[config.mk]
export PLATFORM = sky130hd
export DESIGN_NAME = conveyor_sort_controller_flat
export DESIGN_NICKNAME = d
export VERILOG_FILES = /design/src/sv/csc_pkg.sv /design/src/sv/csc_if.sv /design/src/sv/csc_next_state.sv /design/src/sv/csc_actuators.sv /design/src/sv/conveyor_sort_controller.sv /design/src/flat_wrapper.sv
export SDC_FILE = /design/constraint.sdc
export NUM_CORES = 1
export LEC_CHECK = 0
export BUFFER_PORTS_ARGS = -buffer_cell sky130_fd_sc_hd__clkbuf_2
export CAP_MARGIN = 20
export CORE_AREA = 2 2 72 74
export CTS_CLUSTER_DIAMETER = 30
export DETAILED_ROUTE_END_ITERATION = 8
export DIE_AREA = 0 0 74 76
export HOLD_SLACK_MARGIN = 0.1
export PLACE_DENSITY = 0.83
export SLEW_MARGIN = 10
export SYNTH_ARGS = -nofsm -noshare
export SYNTH_HDL_FRONTEND = slang
export SYNTH_HIERARCHICAL = 1
export SYNTH_SLANG_ARGS = --single-unit
[constraint.sdc]
create_clock -name clk -period 3.6 [get_ports clk]
set_clock_uncertainty 0.2 [all_clocks]
set_input_delay 0.36 -clock clk [delete_from_list [all_inputs] [get_ports clk]]
set_output_delay 0.36 -clock clk [all_outputs]
set_load 0.05 [all_outputs]
[src/sv/csc_pkg.sv]
// ----------------------------------------------------------------------------
// Conveyor sort controller package
// Shared types, state encoding and constants for the sorting controller.
// ----------------------------------------------------------------------------
package csc_pkg;

  localparam int unsigned CodeW    = 4;
  localparam int unsigned VerdictW = 2;

  // Profile checker verdict codes.
  localparam logic [VerdictW-1:0] VERDICT_ACCEPT = 2'd1;
  localparam logic [VerdictW-1:0] VERDICT_ERROR  = 2'd2;

  // Numeric state codes as seen on the result channel.
  localparam logic [CodeW-1:0] CODE_START      = 4'd0;
  localparam logic [CodeW-1:0] CODE_STANDBY    = 4'd1;
  localparam logic [CodeW-1:0] CODE_READY      = 4'd2;
  localparam logic [CodeW-1:0] CODE_TRANSPORT  = 4'd3;
  localparam logic [CodeW-1:0] CODE_METALDET   = 4'd4;
  localparam logic [CodeW-1:0] CODE_NONMETAL   = 4'd5;
  localparam logic [CodeW-1:0] CODE_ENDREACHED = 4'd6;
  localparam logic [CodeW-1:0] CODE_METAL      = 4'd7;
  localparam logic [CodeW-1:0] CODE_SLIDE      = 4'd8;
  localparam logic [CodeW-1:0] CODE_ERROR      = 4'd9;
  localparam logic [CodeW-1:0] CODE_PROFDET    = 4'd10;
  localparam logic [CodeW-1:0] CODE_PROFBAD    = 4'd11;
  localparam logic [CodeW-1:0] CODE_PROFOK     = 4'd12;

  // Sorting state, one-hot.
  typedef enum logic [12:0] {
    S_START      = 13'b0000000000001,
    S_STANDBY    = 13'b0000000000010,
    S_READY      = 13'b0000000000100,
    S_TRANSPORT  = 13'b0000000001000,
    S_METALDET   = 13'b0000000010000,
    S_NONMETAL   = 13'b0000000100000,
    S_ENDREACHED = 13'b0000001000000,
    S_METAL      = 13'b0000010000000,
    S_SLIDE      = 13'b0000100000000,
    S_ERROR      = 13'b0001000000000,
    S_PROFDET    = 13'b0010000000000,
    S_PROFBAD    = 13'b0100000000000,
    S_PROFOK     = 13'b1000000000000
  } sort_state_t;

  // One sensor request as held in the input register.
  typedef struct packed {
    logic                start_released;
    logic                item_at_start;
    logic                item_at_end;
    logic                item_at_height;
    logic                item_at_metal;
    logic                metal_found;
    logic                item_past_slide;
    logic                profile_done;
    logic [VerdictW-1:0] profile_verdict;
    logic                blink_phase;
  } sensors_t;

  // Actuator outputs, held between requests.
  typedef struct packed {
    logic drive_right;
    logic lamp_green;
    logic lamp_red;
    logic lamp_yellow;
    logic start_led;
    logic gate_open;
  } actuators_t;

  function automatic logic [CodeW-1:0] state_code_of(input sort_state_t s);
    logic [CodeW-1:0] c;
    case (s)
      S_START:      c = CODE_START;
      S_STANDBY:    c = CODE_STANDBY;
      S_READY:      c = CODE_READY;
      S_TRANSPORT:  c = CODE_TRANSPORT;
      S_METALDET:   c = CODE_METALDET;
      S_NONMETAL:   c = CODE_NONMETAL;
      S_ENDREACHED: c = CODE_ENDREACHED;
      S_METAL:      c = CODE_METAL;
      S_SLIDE:      c = CODE_SLIDE;
      S_ERROR:      c = CODE_ERROR;
      S_PROFDET:    c = CODE_PROFDET;
      S_PROFBAD:    c = CODE_PROFBAD;
      S_PROFOK:     c = CODE_PROFOK;
      default:      c = CODE_START;
    endcase
    return c;
  endfunction

endpackage

[src/sv/csc_if.sv]
// ----------------------------------------------------------------------------
// Conveyor sort controller channels
// Valid/ready channels for sensor requests and controller results.
// ----------------------------------------------------------------------------
interface csc_sensor_if;
  logic       valid;
  logic       ready;
  logic       start_released;
  logic       item_at_start;
  logic       item_at_end;
  logic       item_at_height;
  logic       item_at_metal;
  logic       metal_found;
  logic       item_past_slide;
  logic       profile_done;
  logic [1:0] profile_verdict;
  logic       blink_phase;

  modport source (
    output valid, start_released, item_at_start, item_at_end, item_at_height,
           item_at_metal, metal_found, item_past_slide, profile_done,
           profile_verdict, blink_phase,
    input  ready
  );
  modport sink (
    input  valid, start_released, item_at_start, item_at_end, item_at_height,
           item_at_metal, metal_found, item_past_slide, profile_done,
           profile_verdict, blink_phase,
    output ready
  );
endinterface

interface csc_result_if;
  logic       valid;
  logic       ready;
  logic [3:0] state_code;
  logic       drive_right;
  logic       lamp_green;
  logic       lamp_red;
  logic       lamp_yellow;
  logic       start_led;
  logic       gate_open;

  modport source (
    output valid, state_code, drive_right, lamp_green, lamp_red, lamp_yellow,
           start_led, gate_open,
    input  ready
  );
  modport sink (
    input  valid, state_code, drive_right, lamp_green, lamp_red, lamp_yellow,
           start_led, gate_open,
    output ready
  );
endinterface

[src/sv/csc_next_state.sv]
// ----------------------------------------------------------------------------
// Conveyor sort controller next-state logic
// Works out the following sorting state from the current one and the sensors.
// ----------------------------------------------------------------------------
module csc_next_state (
  input  csc_pkg::sort_state_t state,
  input  csc_pkg::sensors_t    sensors,
  output csc_pkg::sort_state_t state_next
);
  import csc_pkg::*;

  // Within one state, a later condition overrides an earlier one.
  always_comb begin
    state_next = state;
    case (state)
      S_START: begin
        state_next = S_STANDBY;
      end
      S_STANDBY: begin
        if (sensors.start_released) state_next = S_READY;
      end
      S_READY: begin
        if (sensors.start_released) state_next = S_STANDBY;
        if (sensors.item_at_start && !sensors.item_at_end) state_next = S_TRANSPORT;
        if (sensors.item_at_height || sensors.item_at_metal) state_next = S_ERROR;
      end
      S_TRANSPORT: begin
        if (sensors.item_at_metal) state_next = S_METALDET;
        if (sensors.item_at_end) state_next = S_ERROR;
      end
      S_METALDET: begin
        state_next = sensors.metal_found ? S_METAL : S_NONMETAL;
      end
      S_NONMETAL: begin
        if (sensors.item_at_height) state_next = S_PROFDET;
      end
      S_ENDREACHED: begin
        if (sensors.start_released) state_next = S_STANDBY;
        if (!sensors.item_at_end) state_next = S_READY;
        if (sensors.item_at_metal || sensors.item_at_height) state_next = S_ERROR;
      end
      S_METAL: begin
        if (sensors.item_past_slide) state_next = S_SLIDE;
        if (sensors.item_at_start || sensors.item_at_height) state_next = S_ERROR;
      end
      S_SLIDE: begin
        if (sensors.start_released) state_next = S_STANDBY;
        if (sensors.item_at_start) state_next = S_TRANSPORT;
        if (sensors.item_at_end || sensors.item_at_height) state_next = S_ERROR;
      end
      S_ERROR: begin
        if (sensors.start_released) state_next = S_STANDBY;
      end
      S_PROFDET: begin
        if (sensors.profile_done && sensors.profile_verdict == VERDICT_ACCEPT) begin
          state_next = S_PROFOK;
        end
        if (sensors.profile_done && sensors.profile_verdict == VERDICT_ERROR) begin
          state_next = S_PROFBAD;
        end
      end
      S_PROFBAD: begin
        if (sensors.item_at_start) state_next = S_READY;
      end
      S_PROFOK: begin
        if (sensors.item_at_end) state_next = S_ENDREACHED;
      end
      default: begin
        state_next = S_START;
      end
    endcase
  end

endmodule

[src/sv/csc_actuators.sv]
// ----------------------------------------------------------------------------
// Conveyor sort controller actuator logic
// Sets the belt drive, lamps, start LED and gate for the new sorting state.
// ----------------------------------------------------------------------------
module csc_actuators (
  input  csc_pkg::sort_state_t state_next,
  input  csc_pkg::actuators_t  act,
  input  logic                 blink_phase,
  output csc_pkg::actuators_t  act_next
);
  import csc_pkg::*;

  // Anything a state leaves alone keeps its previous value.
  always_comb begin
    act_next = act;
    case (state_next)
      S_START, S_STANDBY: begin
        act_next.drive_right = 1'b0;
        act_next.lamp_green  = 1'b0;
        act_next.lamp_red    = 1'b0;
        act_next.lamp_yellow = 1'b0;
        act_next.start_led   = 1'b1;
      end
      S_READY, S_SLIDE: begin
        act_next.drive_right = 1'b0;
        act_next.lamp_red    = 1'b0;
        act_next.lamp_yellow = 1'b0;
        act_next.lamp_green  = 1'b1;
        act_next.start_led   = 1'b1;
      end
      S_TRANSPORT: begin
        act_next.lamp_red    = 1'b0;
        act_next.lamp_yellow = 1'b0;
        act_next.start_led   = 1'b0;
        act_next.drive_right = 1'b1;
        act_next.lamp_green  = 1'b1;
      end
      S_METALDET: begin
        act_next.drive_right = 1'b0;
        act_next.lamp_red    = 1'b0;
        act_next.lamp_yellow = 1'b0;
        act_next.lamp_green  = 1'b1;
      end
      S_NONMETAL: begin
        act_next.lamp_red    = 1'b0;
        act_next.lamp_yellow = 1'b0;
        act_next.start_led   = 1'b0;
        act_next.drive_right = 1'b1;
        act_next.lamp_green  = 1'b1;
        act_next.gate_open   = 1'b1;
      end
      S_ENDREACHED: begin
        act_next.drive_right = 1'b0;
        act_next.lamp_red    = 1'b0;
        act_next.lamp_yellow = 1'b0;
        act_next.gate_open   = 1'b0;
        act_next.start_led   = 1'b1;
        act_next.lamp_green  = blink_phase;
      end
      S_METAL: begin
        act_next.lamp_green  = 1'b0;
        act_next.lamp_red    = 1'b0;
        act_next.drive_right = 1'b1;
        act_next.lamp_yellow = 1'b1;
      end
      S_ERROR: begin
        act_next.drive_right = 1'b0;
        act_next.lamp_green  = 1'b0;
        act_next.lamp_yellow = 1'b0;
        act_next.gate_open   = 1'b0;
        act_next.start_led   = 1'b1;
        act_next.lamp_red    = blink_phase;
      end
      default: begin
        act_next = act;
      end
    endcase
  end

endmodule

[src/sv/conveyor_sort_controller.sv]
// ----------------------------------------------------------------------------
// Conveyor sort controller
// Sorting state machine of a belt that diverts metallic parts to a slide and
// passes the rest through a profile check, driving belt, lamps and gate.
// ----------------------------------------------------------------------------
//
//  Channel   Role   Payload
//  -------   ----   ---------------------------------------------------------
//  sensors   sink   start release edge, five station flags, profile done,
//                   2-bit profile verdict, blink phase
//  result    source 4-bit state code, drive, green/red/yellow lamps,
//                   start LED, gate
//
// Each sensor request passes from acceptance into the input register, then
// through the state and actuator logic into the result register. A new
// request is accepted every cycle while the result is not stalled; the single
// state register sets that figure, as each request needs the state left by
// the one before it. The result register doubles as the held state, so a
// stalled result holds back only the input register, which still takes one
// request. Synchronous reset puts the machine in its start state with every
// actuator off and the gate closed, and empties both registers.
//
module conveyor_sort_controller (
  input logic       clk,
  input logic       rst,
  csc_sensor_if.sink  sensors,
  csc_result_if.source result
);
  import csc_pkg::*;

  // Input register.
  logic       in_valid;
  sensors_t   in_data;

  // Sorting state and held actuators; these also form the result payload.
  sort_state_t state;
  actuators_t  act;
  logic        out_valid;

  sort_state_t state_next;
  actuators_t  act_next;
  logic        advance;
  logic        take;

  // The request in the input register moves on when the result slot is free
  // or is being emptied in this cycle. No request is taken while in reset.
  assign advance       = in_valid && (!out_valid || result.ready);
  assign sensors.ready = !rst && (!in_valid || advance);
  assign take          = sensors.valid && sensors.ready;

  always_ff @(posedge clk) begin
    if (rst) begin
      in_valid <= 1'b0;
    end else if (sensors.ready) begin
      in_valid <= sensors.valid;
    end
    if (take) begin
      in_data.start_released  <= sensors.start_released;
      in_data.item_at_start   <= sensors.item_at_start;
      in_data.item_at_end     <= sensors.item_at_end;
      in_data.item_at_height  <= sensors.item_at_height;
      in_data.item_at_metal   <= sensors.item_at_metal;
      in_data.metal_found     <= sensors.metal_found;
      in_data.item_past_slide <= sensors.item_past_slide;
      in_data.profile_done    <= sensors.profile_done;
      in_data.profile_verdict <= sensors.profile_verdict;
      in_data.blink_phase     <= sensors.blink_phase;
    end
  end

  csc_next_state u_next_state (
    .state      (state),
    .sensors    (in_data),
    .state_next (state_next)
  );

  csc_actuators u_actuators (
    .state_next  (state_next),
    .act         (act),
    .blink_phase (in_data.blink_phase),
    .act_next    (act_next)
  );

  // State and actuators change only as a request passes into the result
  // register, so the held values always match the last result given.
  always_ff @(posedge clk) begin
    if (rst) begin
      state     <= S_START;
      act       <= '0;
      out_valid <= 1'b0;
    end else begin
      if (advance) begin
        state <= state_next;
        act   <= act_next;
      end
      if (advance) begin
        out_valid <= 1'b1;
      end else if (result.ready) begin
        out_valid <= 1'b0;
      end
    end
  end

  assign result.valid       = out_valid;
  assign result.state_code  = state_code_of(state);
  assign result.drive_right = act.drive_right;
  assign result.lamp_green  = act.lamp_green;
  assign result.lamp_red    = act.lamp_red;
  assign result.lamp_yellow = act.lamp_yellow;
  assign result.start_led   = act.start_led;
  assign result.gate_open   = act.gate_open;

endmodule
[src/flat_wrapper.sv]
// flat-port wrapper written by rule: the top's interface ports become plain ports
module conveyor_sort_controller_flat import csc_pkg::*;
  (clk, rst, sensors_valid, sensors_start_released, sensors_item_at_start, sensors_item_at_end, sensors_item_at_height, sensors_item_at_metal, sensors_metal_found, sensors_item_past_slide, sensors_profile_done, sensors_profile_verdict, sensors_blink_phase, sensors_ready, result_valid, result_state_code, result_drive_right, result_lamp_green, result_lamp_red, result_lamp_yellow, result_start_led, result_gate_open, result_ready);
  csc_sensor_if sensors_i ();
  csc_result_if result_i ();
  input logic clk;
  input logic rst;
  input wire logic [$bits(sensors_i.valid)-1:0] sensors_valid;
  input wire logic [$bits(sensors_i.start_released)-1:0] sensors_start_released;
  input wire logic [$bits(sensors_i.item_at_start)-1:0] sensors_item_at_start;
  input wire logic [$bits(sensors_i.item_at_end)-1:0] sensors_item_at_end;
  input wire logic [$bits(sensors_i.item_at_height)-1:0] sensors_item_at_height;
  input wire logic [$bits(sensors_i.item_at_metal)-1:0] sensors_item_at_metal;
  input wire logic [$bits(sensors_i.metal_found)-1:0] sensors_metal_found;
  input wire logic [$bits(sensors_i.item_past_slide)-1:0] sensors_item_past_slide;
  input wire logic [$bits(sensors_i.profile_done)-1:0] sensors_profile_done;
  input wire logic [$bits(sensors_i.profile_verdict)-1:0] sensors_profile_verdict;
  input wire logic [$bits(sensors_i.blink_phase)-1:0] sensors_blink_phase;
  output wire logic [$bits(sensors_i.ready)-1:0] sensors_ready;
  output wire logic [$bits(result_i.valid)-1:0] result_valid;
  output wire logic [$bits(result_i.state_code)-1:0] result_state_code;
  output wire logic [$bits(result_i.drive_right)-1:0] result_drive_right;
  output wire logic [$bits(result_i.lamp_green)-1:0] result_lamp_green;
  output wire logic [$bits(result_i.lamp_red)-1:0] result_lamp_red;
  output wire logic [$bits(result_i.lamp_yellow)-1:0] result_lamp_yellow;
  output wire logic [$bits(result_i.start_led)-1:0] result_start_led;
  output wire logic [$bits(result_i.gate_open)-1:0] result_gate_open;
  input wire logic [$bits(result_i.ready)-1:0] result_ready;
  assign sensors_i.valid = sensors_valid;
  assign sensors_i.start_released = sensors_start_released;
  assign sensors_i.item_at_start = sensors_item_at_start;
  assign sensors_i.item_at_end = sensors_item_at_end;
  assign sensors_i.item_at_height = sensors_item_at_height;
  assign sensors_i.item_at_metal = sensors_item_at_metal;
  assign sensors_i.metal_found = sensors_metal_found;
  assign sensors_i.item_past_slide = sensors_item_past_slide;
  assign sensors_i.profile_done = sensors_profile_done;
  assign sensors_i.profile_verdict = sensors_profile_verdict;
  assign sensors_i.blink_phase = sensors_blink_phase;
  assign sensors_ready = sensors_i.ready;
  assign result_valid = result_i.valid;
  assign result_state_code = result_i.state_code;
  assign result_drive_right = result_i.drive_right;
  assign result_lamp_green = result_i.lamp_green;
  assign result_lamp_red = result_i.lamp_red;
  assign result_lamp_yellow = result_i.lamp_yellow;
  assign result_start_led = result_i.start_led;
  assign result_gate_open = result_i.gate_open;
  assign result_i.ready = result_ready;
  conveyor_sort_controller u_core (.clk(clk), .rst(rst), .sensors(sensors_i), .result(result_i));
endmodule
==> flow_summary_export.csv <==
group,metric,value,unit
cts,cts_buffers,5,
yosys,synth_seq_cells,32,
setup_path,crit_chain,"nor4_1 > buf_4 > nand4_1 > or4b_2 > a21oi_1 > buf_4 > or3_4 > nor3b_2 > o311a_2 > buf_4 > a221o_1 > nand2_1 > a21oi_1",
detailed_routing,wire_per_inst,17.2,µm
yosys,synthTopCellsByArea,"dfxtp_1 (16%), edfxtp_1 (13%), nand2_1 (6.6%), a21oi_1 (5.7%), buf_6 (4.4%)",
place,routabilityCongestion,0.980,
power,p_leak,0.00115,µW
yosys,syn_area_per_cell,8.07,µm²
finish,final_area,3090,µm²
die,io_pins,27,
setup_path,worstPathArrival,3.44,ns
yosys,yosys.area.top_type_share,0.164,
setup_path,crit_fanout,10,
grt,antenna_found_initial,0,
setup_path,r2r-start,"u_core/state[2]",
detailed_routing,wl,7640,µm
setup_path,cpMostUsedCell,"buf_4",
timing,fmax,0.287,GHz
power,irDropWorstVdd,0.000337,V
yosys,synth_edf_count,11,
yosys,synth-main-ff-cell,"dfxtp_1",
die,dieArea,5620,µm²
setup_path,start_kind,"register",
yosys,synth_cell_types,65,
hold_path,whs_endpoint,"u_core/in_valid",
timing,post-route-min-period,3.49,ns
yosys,syn_area,2570,µm²
timing,hold_viol_final,0,
yosys,synth_top_cell_by_area,"dfxtp_1",
detailed_routing,via_per_inst,6.34,
finish,instances_no_fill,443,
yosys,async_reset_ff_frac,0,
place,portBuffers,26,
timing,setup_tns,0,ns
setup_path,slowest_delay,0.63,ns
place,post-place-cells,424,
timing,fin_crit_sh,0.969,
grt,grt_max_degree,23,
detailed_routing,drt_iter0_markers,298,
setup_path,slowest_stage,"or4b_2",
power,finalPower,799,µW
timing,drv_slew,0,
grt,grt_pass1_vias,2514,
detailed_routing,via_count,2808,
power,power_density,258,nW/µm²
hold_path,hold_path.class,"input port to register",
yosys,yosysSeqAreaShare,0.292,
cts,clock_path_buffers,2,
yosys,syn_nets,333,
grt,grt_usage,0.273,
place,dp_hpwl,5380,µm
timing,relSlewSlack,0.534,
die,die_height,76,µm
setup_path,rr_worst_depth,13,
setup_path,worstPathRequired,3.55,ns
setup_path,timing.rr.end,"u_core/result.start_led",
detailed_routing,dr.pass1.iters,5,
setup_path,r2r_slack,0.11,ns
die,core-area,4910,µm²
die,die-width,74,µm
cts,clk_pin_slew_worst_paths,0.07,ns
finish,nNetsFinal,387,
die,rows,26,
cts,cts_root_buf,"clkbuf_8",
detailed_routing,drcViolationCount,0,
grt,grt-ovfl-total,0,
finish,area_growth,20.5,%
setup_path,path_class,"register to register",
cts,cts_tree,"done",
hold_path,min_path_cells,3,
place,placed_area,2880,µm²
cts,clkLatencyLatePin,0.28,ns
timing,setup_viol,0,
finish,fill_cells,429,
finish,n_antenna_cell,0,
grt,grt_pass1_wl,12100,µm
yosys,yosys_warnings,6,
setup_path,endpoint_kind,"register",
run,drv_cap,0,
cts,clkSinkCount,32,
die,initial_core_util,0.523,
run_status,outcome,"completed",
cts,htreeDepth,2,
hold_path,worstHoldStart,"sensors_valid",
detailed_routing,ant_nets,0,
yosys,post_synth_inst_count,318,
finish,drive_gt1_frac,0.249,
timing,worstMarginPinSlew,0.699,ns
## worst max-delay path by stage
| stage | from | to | slack, ns |
|---|---|---|---|
| floorplan | u_core/state[3] | u_core/result.lamp_green | 0.15 |
| global placement | u_core/state[2] | u_core/result.lamp_green | 0.24 |
| detailed placement | u_core/state[2] | u_core/result.lamp_green | 0.18 |
| CTS | u_core/state[2] | u_core/result.lamp_green | 0.15 |
| global route | u_core/state[3] | u_core/result.lamp_yellow | -0.03 |
| finish | u_core/state[2] | u_core/result.start_led | 0.11 |
## Yosys cell counts, types with 3 or more instances
cell type	count
nand2_1	45
a21oi_1	29
nor2_1	28
dfxtp_1	21
clkbuf_1	13
edfxtp_1	11
buf_6	10
nand4_1	9
o21ai_0	9
inv_1	8
nor4b_1	8
nand2b_1	7
nand3_1	7
xnor2_1	7
xor2_1	7
nor2b_1	6
nor3_1	6
nor4_1	6
o32ai_1	6
or4_1	5
a211oi_1	3
nand4b_1	3
nor4_4	3
or3_1	3
or4_4	3
## state kept, by name (all words and copies together), names as in the netlist
name and count:
u_core/result.start_led 1, u_core/result.lamp_green 1, u_core/in_valid 1, u_core/result.lamp_yellow 1
u_core/result.valid 1, u_core/result.drive_right 1, u_core/result.gate_open 1, u_core/result.lamp_red 1
u_core/in_data 11, u_core/state 13
## logic make-up (layout without fill, tap and decap cells)
kind of cell	Yosys count	count (layout)	synth area share
simple gates	163	163	0.381
buf+inv	34	89	0.0819
xor+xnor	14	14	0.0478
mux	2	2	0.00780
compound gates	73	73	0.189
flops	32	32	0.292
## layer usage
layer	GRT usage	up-vias	routed length, µm
met5	0	-	0
met4	0.127	0	323
met3	0.0291	32	506
met2	0.451	163	3740
met1	0.350	1325	3070
li1	-	1288	-
## power by group
group	internal (µW)	total, µW	switching, µW
sequential	384	395	10.9
clock	134	261	127
combinational	63.2	143	79.4
## worst max-delay path: cells and delay by family (launching register included)
family	cells	cell delay, ns
flops	1	0.37
buf+inv	3	0.53
compound gates	4	0.91
simple gates	6	1.34
## what timing repair did
item | in CTS | in global routing
gates resized for setup | 0 | 6
hold buffers | 11 | 0
hold endpoints to repair | 11 | 0
setup buffers | 0 | 0
setup endpoints to repair | 0 | 4
## layout make-up
class / count / area [µm²] / share of cell area
Multi-Input combinational cell: 252 / 1630 / 0.528
Sequential cell: 32 / 752 / 0.243
Timing Repair Buffer: 73 / 510 / 0.165
Tap cell: 70 / 87.6 / 0.0283
Clock buffer: 7 / 76.3 / 0.0247
Inverter: 8 / 30.0 / 0.00970
Clock inverter: 1 / 3.75 / 0.00121
## placed cells by master, fill, tap and decap left out, drive strengths merged, types with 2 or more instances in the layout
cell and instances:
clkbuf 33, and4bb 2, buf 36, a21o 2, o32ai 6, o31ai 2, dlygate4sd3 11, xor2 7
a2bb2oi 2, edfxtp 11, nor3 7, xnor2 7, or3 5, a221o 2, inv 8, a21oi 29
a211oi 3, o2111ai 2, nand3b 2, o21a 2, nand4b 3, or4b 3, nand2b 8, nor4 9
nor3b 4, nor4b 8, or2 3, mux2i 2, nor2 28, dfxtp 21, o211ai 2, nand4 9
nor2b 6, nand3 7, or4 8, or3b 3, o21ai 9, nand2 45
## per-stage QoR
| stage | setup WS (ns) | util | hold slack (ns) |
|---|---|---|---|
| after global placement | 0.241 | 0.585 | 0.264 |
| after detailed placement | 0.182 | 0.585 | 0.267 |
| after CTS | 0.149 | 0.624 | 0.102 |
| final | 0.113 | 0.630 | 0.105 |
| after global routing | -0.0261 | 0.630 | 0.115 |
| after floorplan | 0.154 | - | 0.259 |
Note: power is estimated with default switching activity, not from simulation.
